**src/rtl/core/srbm_pkg.sv**
```systemverilog
package srbm_pkg;

  // Largest ring the descriptor table is built for.
  localparam int unsigned MAX_SLOTS = 16;

  // Fixed field widths.
  localparam int unsigned COUNT_W  = 5;
  localparam int unsigned SIZE_W   = 16;
  localparam int unsigned ADDR_W   = 20;
  localparam int unsigned STREAM_W = 32;
  localparam int unsigned FUNC_W   = 3;
  localparam int unsigned STATUS_W = 3;
  localparam int unsigned SLOT_W   = 4;

  // Register reset values.
  localparam logic [COUNT_W-1:0] SLOT_COUNT_RST = 5'd16;
  localparam logic [SIZE_W-1:0]  SLOT_SIZE_RST  = 16'd256;

  // Configuration register indexes.
  localparam logic REG_SLOT_COUNT = 1'b0;
  localparam logic REG_SLOT_SIZE  = 1'b1;

  typedef enum logic [FUNC_W-1:0] {
    FN_ACQUIRE       = 3'd0,
    FN_COMMIT        = 3'd1,
    FN_COMMIT_AT     = 3'd2,
    FN_PEEK          = 3'd3,
    FN_RELEASE       = 3'd4,
    FN_RELEASE_BYTES = 3'd5,
    FN_CLEAR         = 3'd6
  } func_e;

  typedef enum logic [STATUS_W-1:0] {
    ST_OK        = 3'd0,
    ST_INVALID   = 3'd1,
    ST_FULL      = 3'd2,
    ST_EMPTY     = 3'd3,
    ST_TOO_LARGE = 3'd4
  } status_e;

  // Update request from the execute logic to the descriptor table.
  typedef struct packed {
    logic commit;
    logic release_slot;
    logic clear;
  } desc_cmd_t;

endpackage

```
**src/rtl/core/srbm_desc_table.sv**
```systemverilog
// Per-slot descriptors. Only the ready flags are reset; offset and length
// are not reset and are written only on commit.
module srbm_desc_table #(
  parameter int unsigned MaxSlots = srbm_pkg::MAX_SLOTS,
  localparam int unsigned IdxW = (MaxSlots > 1) ? $clog2(MaxSlots) : 1
) (
  input  logic                                 clk_i,
  input  logic                                 rst_ni,
  input  srbm_pkg::desc_cmd_t                  cmd_i,
  input  logic [IdxW-1:0]                      wr_idx_i,
  input  logic [srbm_pkg::STREAM_W-1:0]        wr_offset_i,
  input  logic [srbm_pkg::SIZE_W-1:0]          wr_length_i,
  input  logic [IdxW-1:0]                      rd_idx_i,
  output logic                                 rd_ready_o,
  output logic [srbm_pkg::SIZE_W-1:0]          rd_length_o,
  output logic [srbm_pkg::STREAM_W-1:0]        rd_offset_o
);

  logic [MaxSlots-1:0]               ready_q;
  logic [srbm_pkg::STREAM_W-1:0]     offset_q [MaxSlots];
  logic [srbm_pkg::SIZE_W-1:0]       length_q [MaxSlots];

  always_ff @(posedge clk_i or negedge rst_ni) begin
    if (!rst_ni) begin
      ready_q <= '0;
    end else if (cmd_i.clear) begin
      ready_q <= '0;
    end else begin
      if (cmd_i.commit) begin
        ready_q[wr_idx_i] <= 1'b1;
      end
      if (cmd_i.release_slot) begin
        ready_q[rd_idx_i] <= 1'b0;
      end
    end
  end

  always_ff @(posedge clk_i) begin
    if (cmd_i.commit) begin
      offset_q[wr_idx_i] <= wr_offset_i;
      length_q[wr_idx_i] <= wr_length_i;
    end
  end

  assign rd_ready_o  = ready_q[rd_idx_i];
  assign rd_length_o = length_q[rd_idx_i];
  assign rd_offset_o = offset_q[rd_idx_i];

endmodule

```
**src/rtl/core/slot_ring_buffer_manager_unit.sv**
```systemverilog
// Channel   Direction  Handshake                 Payload
// input     in         in_valid_i / in_ready_o   func_i, at_offset_i, byte_count_i
// result    out        out_valid_o / out_ready_i status_o, slot_id_o, buffer_offset_o,
//                                                span_length_o, stream_offset_o,
//                                                ready_count_o, free_count_o
// config    in         cfg_we_i (no wait)        cfg_index_i, cfg_data_i
//
// One operation per cycle is sustained while the result is taken; a transfer passes
// from input to result through the input register and then the result register.
// The operation is executed in a single pass between those two registers.
// Reset is asynchronous: pointers, counts and ready flags clear, the slot count
// returns to 16 and the slot size to 256.
// When the result register is held, a full input register holds too, and the
// input accepts a transfer only while its register is empty or can move on.
module slot_ring_buffer_manager_unit #(
  parameter int unsigned MaxSlots = srbm_pkg::MAX_SLOTS
) (
  input  logic                              clk_i,
  input  logic                              rst_ni,
  // Operation input
  input  logic                              in_valid_i,
  output logic                              in_ready_o,
  input  logic [srbm_pkg::FUNC_W-1:0]       func_i,
  input  logic [srbm_pkg::STREAM_W-1:0]     at_offset_i,
  input  logic [srbm_pkg::SIZE_W-1:0]       byte_count_i,
  // Result output
  output logic                              out_valid_o,
  input  logic                              out_ready_i,
  output logic [srbm_pkg::STATUS_W-1:0]     status_o,
  output logic [srbm_pkg::SLOT_W-1:0]       slot_id_o,
  output logic [srbm_pkg::ADDR_W-1:0]       buffer_offset_o,
  output logic [srbm_pkg::SIZE_W-1:0]       span_length_o,
  output logic [srbm_pkg::STREAM_W-1:0]     stream_offset_o,
  output logic [srbm_pkg::COUNT_W-1:0]      ready_count_o,
  output logic [srbm_pkg::COUNT_W-1:0]      free_count_o,
  // Configuration writes
  input  logic                              cfg_we_i,
  input  logic                              cfg_index_i,
  input  logic [srbm_pkg::SIZE_W-1:0]       cfg_data_i
);

  localparam int unsigned IdxW    = (MaxSlots > 1) ? $clog2(MaxSlots) : 1;
  localparam int unsigned CountW  = srbm_pkg::COUNT_W;
  localparam int unsigned CmpW    = ((IdxW > CountW) ? IdxW : CountW) + 1;
  localparam int unsigned AddrW   = srbm_pkg::ADDR_W;
  localparam int unsigned SizeW   = srbm_pkg::SIZE_W;
  localparam int unsigned StreamW = srbm_pkg::STREAM_W;
  localparam int unsigned SlotW   = srbm_pkg::SLOT_W;

  // Configuration registers.
  logic [CountW-1:0] slot_count_q;
  logic [SizeW-1:0]  slot_size_q;

  always_ff @(posedge clk_i or negedge rst_ni) begin
    if (!rst_ni) begin
      slot_count_q <= srbm_pkg::SLOT_COUNT_RST;
      slot_size_q  <= srbm_pkg::SLOT_SIZE_RST;
    end else if (cfg_we_i) begin
      case (cfg_index_i)
        srbm_pkg::REG_SLOT_COUNT: slot_count_q <= cfg_data_i[CountW-1:0];
        srbm_pkg::REG_SLOT_SIZE:  slot_size_q  <= cfg_data_i;
        default: ;
      endcase
    end
  end

  // Input register. It moves on whenever the result register is free or is
  // being emptied in the same cycle.
  logic                              in_valid_q;
  logic [srbm_pkg::FUNC_W-1:0]       func_q;
  logic [StreamW-1:0]                at_q;
  logic [SizeW-1:0]                  count_q;
  logic                              out_valid_q;
  logic                              advance;
  logic                              fire;

  assign advance    = !out_valid_q || out_ready_i;
  assign fire       = in_valid_q && advance;
  assign in_ready_o = !in_valid_q || advance;

  always_ff @(posedge clk_i or negedge rst_ni) begin
    if (!rst_ni) begin
      in_valid_q <= 1'b0;
    end else if (in_ready_o) begin
      in_valid_q <= in_valid_i;
    end
  end

  always_ff @(posedge clk_i) begin
    if (in_valid_i && in_ready_o) begin
      func_q  <= func_i;
      at_q    <= at_offset_i;
      count_q <= byte_count_i;
    end
  end

  // Ring state.
  logic [IdxW-1:0]    write_index_q, write_index_d;
  logic [IdxW-1:0]    read_index_q, read_index_d;
  logic [CountW-1:0]  ready_slots_q, ready_slots_d;
  logic [SizeW-1:0]   read_position_q, read_position_d;
  logic [StreamW-1:0] running_q, running_d;

  // Descriptor table, read at the consumer slot.
  srbm_pkg::desc_cmd_t cmd, cmd_fire;
  logic [StreamW-1:0]  wr_offset;
  logic                rd_ready;
  logic [SizeW-1:0]    rd_length;
  logic [StreamW-1:0]  rd_offset;

  assign cmd_fire = fire ? cmd : '0;

  srbm_desc_table #(
    .MaxSlots (MaxSlots)
  ) u_desc_table (
    .clk_i       (clk_i),
    .rst_ni      (rst_ni),
    .cmd_i       (cmd_fire),
    .wr_idx_i    (write_index_q),
    .wr_offset_i (wr_offset),
    .wr_length_i (count_q),
    .rd_idx_i    (read_index_q),
    .rd_ready_o  (rd_ready),
    .rd_length_o (rd_length),
    .rd_offset_o (rd_offset)
  );

  // Shared checks. The geometry is bad when the slot count or size is out of
  // range, or when more slots are ready than the ring now holds.
  logic              geom_bad;
  logic              wr_stale;
  logic              rd_stale;
  logic              ring_full;
  logic              rd_hard_bad;
  logic              rd_not_ready;
  logic              rd_inconsistent;
  logic [CmpW-1:0]   wr_inc;
  logic [CmpW-1:0]   rd_inc;
  logic [IdxW-1:0]   wr_next;
  logic [IdxW-1:0]   rd_next;
  logic [SizeW-1:0]  rd_remain;
  logic [AddrW-1:0]  wr_base;
  logic [AddrW-1:0]  rd_base;
  srbm_pkg::status_e commit_status;
  srbm_pkg::status_e peek_status;
  srbm_pkg::status_e release_status;

  always_comb begin
    geom_bad = (slot_count_q == '0) || (CmpW'(slot_count_q) > CmpW'(MaxSlots)) ||
               (slot_size_q == '0) || (ready_slots_q > slot_count_q);
    wr_stale  = CmpW'(write_index_q) >= CmpW'(slot_count_q);
    rd_stale  = CmpW'(read_index_q) >= CmpW'(slot_count_q);
    ring_full = ready_slots_q >= slot_count_q;

    wr_inc  = CmpW'(write_index_q) + CmpW'(1);
    rd_inc  = CmpW'(read_index_q) + CmpW'(1);
    wr_next = (wr_inc >= CmpW'(slot_count_q)) ? '0 : IdxW'(wr_inc);
    rd_next = (rd_inc >= CmpW'(slot_count_q)) ? '0 : IdxW'(rd_inc);

    rd_remain = rd_length - read_position_q;
    wr_base   = AddrW'(write_index_q) * AddrW'(slot_size_q);
    rd_base   = AddrW'(read_index_q) * AddrW'(slot_size_q);

    if (geom_bad || wr_stale) begin
      commit_status = srbm_pkg::ST_INVALID;
    end else if (ring_full) begin
      commit_status = srbm_pkg::ST_FULL;
    end else if ((count_q == '0) || (count_q > slot_size_q)) begin
      commit_status = srbm_pkg::ST_TOO_LARGE;
    end else begin
      commit_status = srbm_pkg::ST_OK;
    end

    // A slot that is not ready reads as empty to a peek but is an error for
    // a release.
    rd_hard_bad     = geom_bad || rd_stale;
    rd_not_ready    = !rd_ready || (rd_length == '0);
    rd_inconsistent = (rd_length > slot_size_q) || (read_position_q >= rd_length);
    if (rd_hard_bad) begin
      peek_status    = srbm_pkg::ST_INVALID;
      release_status = srbm_pkg::ST_INVALID;
    end else if (ready_slots_q == '0) begin
      peek_status    = srbm_pkg::ST_EMPTY;
      release_status = srbm_pkg::ST_EMPTY;
    end else if (rd_not_ready) begin
      peek_status    = srbm_pkg::ST_EMPTY;
      release_status = srbm_pkg::ST_INVALID;
    end else if (rd_inconsistent) begin
      peek_status    = srbm_pkg::ST_INVALID;
      release_status = srbm_pkg::ST_INVALID;
    end else begin
      peek_status    = srbm_pkg::ST_OK;
      release_status = srbm_pkg::ST_OK;
    end
  end

  // Execute the operation held in the input register.
  srbm_pkg::status_e res_status;
  logic [IdxW-1:0]   res_idx;
  logic [AddrW-1:0]  res_boff;
  logic [SizeW-1:0]  res_span;
  logic [StreamW-1:0] res_soff;
  logic [CountW-1:0] res_free;
  logic              do_release;

  always_comb begin
    res_status      = srbm_pkg::ST_OK;
    res_idx         = '0;
    res_boff        = '0;
    res_span        = '0;
    res_soff        = '0;
    cmd             = '0;
    do_release      = 1'b0;
    wr_offset       = running_q;
    write_index_d   = write_index_q;
    read_index_d    = read_index_q;
    ready_slots_d   = ready_slots_q;
    read_position_d = read_position_q;
    running_d       = running_q;

    case (func_q)
      srbm_pkg::FN_ACQUIRE: begin
        if (geom_bad) begin
          res_status = srbm_pkg::ST_INVALID;
        end else if (ring_full) begin
          res_status = srbm_pkg::ST_FULL;
          res_idx    = write_index_q;
        end else begin
          res_idx  = write_index_q;
          res_boff = wr_base;
          res_span = slot_size_q;
        end
      end
      srbm_pkg::FN_COMMIT, srbm_pkg::FN_COMMIT_AT: begin
        if (func_q == srbm_pkg::FN_COMMIT_AT) begin
          wr_offset = at_q;
        end
        res_status = commit_status;
        if (commit_status == srbm_pkg::ST_OK) begin
          cmd.commit    = 1'b1;
          running_d     = wr_offset + StreamW'(count_q);
          write_index_d = wr_next;
          ready_slots_d = ready_slots_q + CountW'(1);
        end
      end
      srbm_pkg::FN_PEEK: begin
        res_status = peek_status;
        if (peek_status == srbm_pkg::ST_OK) begin
          res_idx  = read_index_q;
          res_boff = rd_base + AddrW'(read_position_q);
          res_span = rd_remain;
          res_soff = rd_offset + StreamW'(read_position_q);
        end
      end
      srbm_pkg::FN_RELEASE: begin
        res_status = release_status;
        do_release = (release_status == srbm_pkg::ST_OK);
      end
      srbm_pkg::FN_RELEASE_BYTES: begin
        // A zero-byte release is always accepted and changes nothing.
        if (count_q != '0) begin
          res_status = release_status;
          if (release_status == srbm_pkg::ST_OK) begin
            if (count_q > rd_remain) begin
              res_status = srbm_pkg::ST_TOO_LARGE;
            end else if (count_q < rd_remain) begin
              read_position_d = read_position_q + count_q;
            end else begin
              do_release = 1'b1;
            end
          end
        end
      end
      srbm_pkg::FN_CLEAR: begin
        cmd.clear       = 1'b1;
        write_index_d   = '0;
        read_index_d    = '0;
        ready_slots_d   = '0;
        read_position_d = '0;
        running_d       = '0;
      end
      default: begin
        res_status = srbm_pkg::ST_INVALID;
      end
    endcase

    if (do_release) begin
      cmd.release_slot = 1'b1;
      read_position_d  = '0;
      read_index_d     = rd_next;
      ready_slots_d    = ready_slots_q - CountW'(1);
    end

    res_free = (ready_slots_d > slot_count_q) ? '0 : slot_count_q - ready_slots_d;
  end

  always_ff @(posedge clk_i or negedge rst_ni) begin
    if (!rst_ni) begin
      write_index_q   <= '0;
      read_index_q    <= '0;
      ready_slots_q   <= '0;
      read_position_q <= '0;
      running_q       <= '0;
    end else if (fire) begin
      write_index_q   <= write_index_d;
      read_index_q    <= read_index_d;
      ready_slots_q   <= ready_slots_d;
      read_position_q <= read_position_d;
      running_q       <= running_d;
    end
  end

  // Result register.
  logic [srbm_pkg::STATUS_W-1:0] status_q;
  logic [SlotW-1:0]              slot_id_q;
  logic [AddrW-1:0]              buffer_offset_q;
  logic [SizeW-1:0]              span_length_q;
  logic [StreamW-1:0]            stream_offset_q;
  logic [CountW-1:0]             ready_count_q;
  logic [CountW-1:0]             free_count_q;

  always_ff @(posedge clk_i or negedge rst_ni) begin
    if (!rst_ni) begin
      out_valid_q <= 1'b0;
    end else if (advance) begin
      out_valid_q <= in_valid_q;
    end
  end

  always_ff @(posedge clk_i) begin
    if (fire) begin
      status_q        <= res_status;
      slot_id_q       <= SlotW'(res_idx);
      buffer_offset_q <= res_boff;
      span_length_q   <= res_span;
      stream_offset_q <= res_soff;
      ready_count_q   <= ready_slots_d;
      free_count_q    <= res_free;
    end
  end

  assign out_valid_o     = out_valid_q;
  assign status_o        = status_q;
  assign slot_id_o       = slot_id_q;
  assign buffer_offset_o = buffer_offset_q;
  assign span_length_o   = span_length_q;
  assign stream_offset_o = stream_offset_q;
  assign ready_count_o   = ready_count_q;
  assign free_count_o    = free_count_q;

  // A failed operation leaves the ring pointers and the ready count alone.
  assert property (@(posedge clk_i) disable iff (!rst_ni)
    fire && (res_status != srbm_pkg::ST_OK) |=>
      $stable(ready_slots_q) && $stable(write_index_q) && $stable(read_index_q))
    else $error("ring state changed on a failed operation");

  // A successful commit adds exactly one ready slot.
  assert property (@(posedge clk_i) disable iff (!rst_ni)
    fire && (res_status == srbm_pkg::ST_OK) &&
      ((func_q == srbm_pkg::FN_COMMIT) || (func_q == srbm_pkg::FN_COMMIT_AT)) |=>
      ready_slots_q == $past(ready_slots_q) + CountW'(1))
    else $error("commit did not add one ready slot");

  // A partly read slot is still marked ready. Its length may have been
  // rewritten by a commit after the ring was resized, so only the flag holds.
  assert property (@(posedge clk_i) disable iff (!rst_ni)
    (read_position_q != '0) |-> rd_ready)
    else $error("read position outside a ready slot");

endmodule
```
**config.mk**
```make
export PLATFORM = sky130hd
export DESIGN_NAME = slot_ring_buffer_manager_unit
export DESIGN_NICKNAME = d
export VERILOG_FILES = /design/src/rtl/core/srbm_pkg.sv /design/src/rtl/core/srbm_desc_table.sv /design/src/rtl/core/slot_ring_buffer_manager_unit.sv
export SDC_FILE = /design/constraint.sdc
export NUM_CORES = 2
export LEC_CHECK = 0
export BUFFER_PORTS_ARGS = -buffer_cell sky130_fd_sc_hd__buf_2
export CAP_MARGIN = 15
export CORE_AREA = 2 2 319 321
export CTS_CLUSTER_SIZE = 20
export DETAILED_ROUTE_END_ITERATION = 10
export DIE_AREA = 0 0 321 323
export GPL_TIMING_DRIVEN = 1
export MAX_ROUTING_LAYER = met4
export PLACE_DENSITY = 0.64
export SLEW_MARGIN = 25
export SYNTH_ARGS = -nofsm -noshare
export SYNTH_HDL_FRONTEND = slang
export SYNTH_HIERARCHICAL = 1
export SYNTH_SLANG_ARGS = --single-unit
```
**constraint.sdc**
```tcl
create_clock -name clk_i -period 10.85 [get_ports clk_i]
set_clock_uncertainty 0.1 [all_clocks]
set_input_delay 1.085 -clock clk_i [delete_from_list [all_inputs] [get_ports clk_i]]
set_output_delay 1.085 -clock clk_i [all_outputs]
set_load 0.02 [all_outputs]
```
==> flow_metrics.tcl <==
set metrics [dict create \
    placed_cells 4560 \
    synth-xor-area-share_pct 1.91 \
    crit_buf_inv 2 \
    worstSkewPairLatency_ns 0.69 \
    routed_wl_um 123000 \
    fin_nets 3699 \
    stdcell_count 4750 \
    slowest_stage "dfrtp_4" \
    drt-initial-drc-count 2567 \
    ctsResizeCount 0 \
    syn_area_sq_um 47800 \
    synthSimpleGateAreaFrac_pct 6.71 \
    worstSetupPathType "flip-flop to flip-flop" \
    synth_compound_area_share_pct 7.43 \
    worst_ep_arrival_time_ns 8.85 \
    report.final.slew_viol_count 0 \
    grt_pass1_vias 28300 \
    ys.flop_type "edfxtp_1" \
    start_kind "flip-flop" \
    clockBufferDepth 3 \
    finalSetupTns_ns 0 \
    critPathMaxFanout 40 \
    synth_fp_nets 3502 \
    layout-drive-gt1-share_pct 20.4 \
    post-cts-setup-buffer-count 0 \
    switchingPower_uw 2310 \
    slowest_delay_ns 0.90 \
    clkPwrFrac_pct 37.4 \
    ctsRootBufferMaster "clkbuf_16" \
    num_rows 117 \
    p_leak_uw 0.0194 \
    core-area_sq_um 101000 \
    start_util_pct 47.5 \
    crit_top_cell "ha_1" \
    yosys_warnings 6 \
    finalCritPeriodShare_pct 78.7 \
    drv_cap 0 \
    post-synth-top-area-cell "edfxtp_1" \
    ir_drop_mv 0.144 \
    status "finished clean" \
    area_growth_pct 12.1 \
    grt.overflow.total 0 \
    required_ns 11.16 \
    cellInternalPower_uw 6810 \
    synth_top_area_share_pct 56.8 \
    switching_share_pct 25.3 \
    dieWidth_um 321 \
    ys_ff_latch 1004 \
    syn_inst 3159 \
    synth_edf_count 904 \
    yosysSeqAreaShare_pct 62.0 \
    gp_congestion 0.937 \
    synthTopCellsByArea "edfxtp_1 57%, mux4_2 9.2%, dfrtp_1 5.1%" \
    cts_sinks 1004 \
    hold_viol_final 0 \
    dp.final_hpwl_um 76200 \
    grt_max_degree 64 \
    grt_use_total_pct 24.7 \
    die_y_um 323 \
    port_buffers 159 \
    fmax_ghz 0.117 \
    htree_levels 3 \
    critical_path.top_delay_family "compound AO/OA/AOI/OAI gates" \
    finalSetupViolCount 0 \
    cts_buffers 102 \
    wl_per_cell_um 25.9 \
    relSlewSlack_pct 29.1 \
    postSynthAreaPerCell_sq_um 15.1 \
    viasPerCell 5.97 \
    rsz0062_at_grt "no" \
    drc 0 \
    cts_hold_buffers 0 \
    ys_types 93 \
    die-area_sq_um 104000 \
    yosys.area_share.adder_pct 8.30 \
    endpoint_kind "flip-flop" \
    worstMarginPinSlew_ns 1.06 \
    async_flop_share_pct 9.96 \
    combPwrFrac_pct 12.7 \
    synth_top_family_by_area "multiplexers" \
    seqPwrFrac_pct 50.0 \
    antenna_found_initial 2 \
    ant_nets 0 \
    via_count 28400 \
    cts_tree "done" \
    first_pass_iters 5 \
    power_density_nw_per_um2 170 \
    hp-class "flip-flop to flip-flop" \
    clkTransAtPathRegs_ns 0.06 \
    num_io_pins 160 \
    min_period_ns 8.54 \
    grt_pass1_wl_um 183000 \
    synthMuxAreaShare_pct 10.9 \
]
[worst reg2reg max path: stages, from the launching register on]
cell and delay [ns]:
dfrtp_4 0.90, buf_4 0.79, mux4_2 0.61, a22oi_1 0.21
nand2_1 0.19, ha_1 0.35, nand3_1 0.13, nor2_1 0.05
a31oi_1 0.13, o21ai_0 0.14, o41ai_1 0.54, o21a_1 0.22
xor2_1 0.24, ha_1 0.20, nand4_1 0.13, or3_4 0.43
nor3_1 0.28, o311ai_1 0.24, a21boi_2 0.37, nand3_2 0.33
or2_0 0.31, a31oi_1 0.29, inv_1 0.08, ha_1 0.32
a21o_1 0.22, maj3_1 0.33, o2bb2ai_1 0.13
[worst paths after layout]
check | startpoint | to | slack, ns | cells past startpoint
worst max-delay path | read_index_q[0] | free_count_o[4] | 2.31 | 26
worst min-delay path | in_valid_q | out_valid_o | 0.39 | 1
worst max register to register | read_index_q[0] | free_count_o[4] | 2.31 | 26
worst min register to register | in_valid_q | out_valid_o | 0.39 | 1
max in group asynchronous | rst_ni | read_index_q[1] | 8.74 | 2
min in group asynchronous | rst_ni | slot_size_q[5] | 0.41 | 1
[Yosys cell counts (20+ instances only)]
master	n
nand2_1	249
mux2_2	59
o21ai_0	123
o22ai_1	30
nor3_1	39
a21oi_1	104
fa_1	76
clkbuf_1	75
xor2_1	45
nand4_1	25
or3_1	24
o21a_1	28
inv_1	166
a22oi_1	99
edfxtp_1	904
dfrtp_1	98
nand2b_1	21
nor4_1	23
buf_2	36
nor2_1	112
xnor2_1	59
nand3_1	67
a21o_1	47
mux4_2	196
nor2b_1	24
ha_1	194
and2_1	20
[cells in the final DEF, fill, tap and decap left out, drive strengths merged, types with 18 or more instances in the layout]
cell type    n
a21o        47
a21oi      105
a22oi       99
and2        20
and3        18
buf        235
clkbuf     137
clkinv      32
dfrtp       98
edfxtp     904
fa          76
ha         194
inv        177
mux2        59
mux4       196
nand2      250
nand2b      21
nand3       68
nand4       25
nor2       113
nor2b       24
nor3        41
nor4        24
o21a        28
o21ai      129
o22ai       30
or3         25
xnor2       59
xor2        45
[stage by stage]
| stage | setup WS (ns) | total power (uW) | hold slack [ns] | area, sq um | utilization (%) |
|---|---|---|---|---|---|
| 5_1_grt | 1.71 | 9470 | 0.412 | 53600 | 53.2 |
| 4_1_cts | 2.31 | 9190 | 0.393 | 53600 | 53.2 |
| 3_3_place_gp | 2.54 | 5770 | 0.369 | 50300 | 49.9 |
| 2_1_floorplan | 2.68 | 5400 | 0.357 | 47800 | - |
| 6_report | 2.31 | 9130 | 0.391 | 53600 | 53.2 |
| 3_5_place_dp | 2.39 | 5790 | 0.372 | 50300 | 49.9 |
[layer usage]
metal / wire, um / track usage (%) / part of all wire (%)
met4: 3460 / 7.56 / 2.8
met5: 0 / - / 0
met1: 52300 / 33.0 / 43
met3: 7770 / 3.25 / 6.3
met2: 59500 / 39.7 / 48
[state kept, by name, indices dropped and copies added (netlist names), 5 cells and up]
| register | flops |
|---|---|
| stream_offset_o | 32 |
| ready_count_o | 5 |
| u_desc_table/length_q | 256 |
| ready_slots_q | 5 |
| slot_count_q | 5 |
| buffer_offset_o | 20 |
| free_count_o | 5 |
| u_desc_table/offset_q | 512 |
| running_q | 32 |
| u_desc_table/ready_q | 16 |
| span_length_o | 16 |
| slot_size_q | 16 |
| read_position_q | 16 |
| count_q | 16 |
| at_q | 32 |
[area by class of cell]
cell class,count,area (sq um)
well taps,1309,1640
clock buffers,137,2850
inverters,169,637
multi-input cells,1844,17000
clock inverters,51,407
diodes,1,2.50
fillers,8135,47100
repair buffers,235,1390
flip-flops and latches,1004,29700
[power by group through the flow]
stage	clock network (uW)	logic, uW	registers [uW]
floorplan	0	757	4640
global placement	0	1130	4640
detailed placement	0	1140	4640
CTS	3480	1150	4560
global route	3620	1280	4570
finish	3410	1150	4560
[kinds of logic (layout without fill, tap and decap cells)]
family	after synthesis	count (layout)
XOR/XNOR	104	104
AO/OA/AOI/OAI	540	540
other	0	1
buffers and inverters	311	592
multiplexers	267	267
adder cells (fa/ha/maj)	272	272
AND/OR/NAND/NOR	661	661
flip-flops	1004	1004
Power figures use the tool's default switching activity.
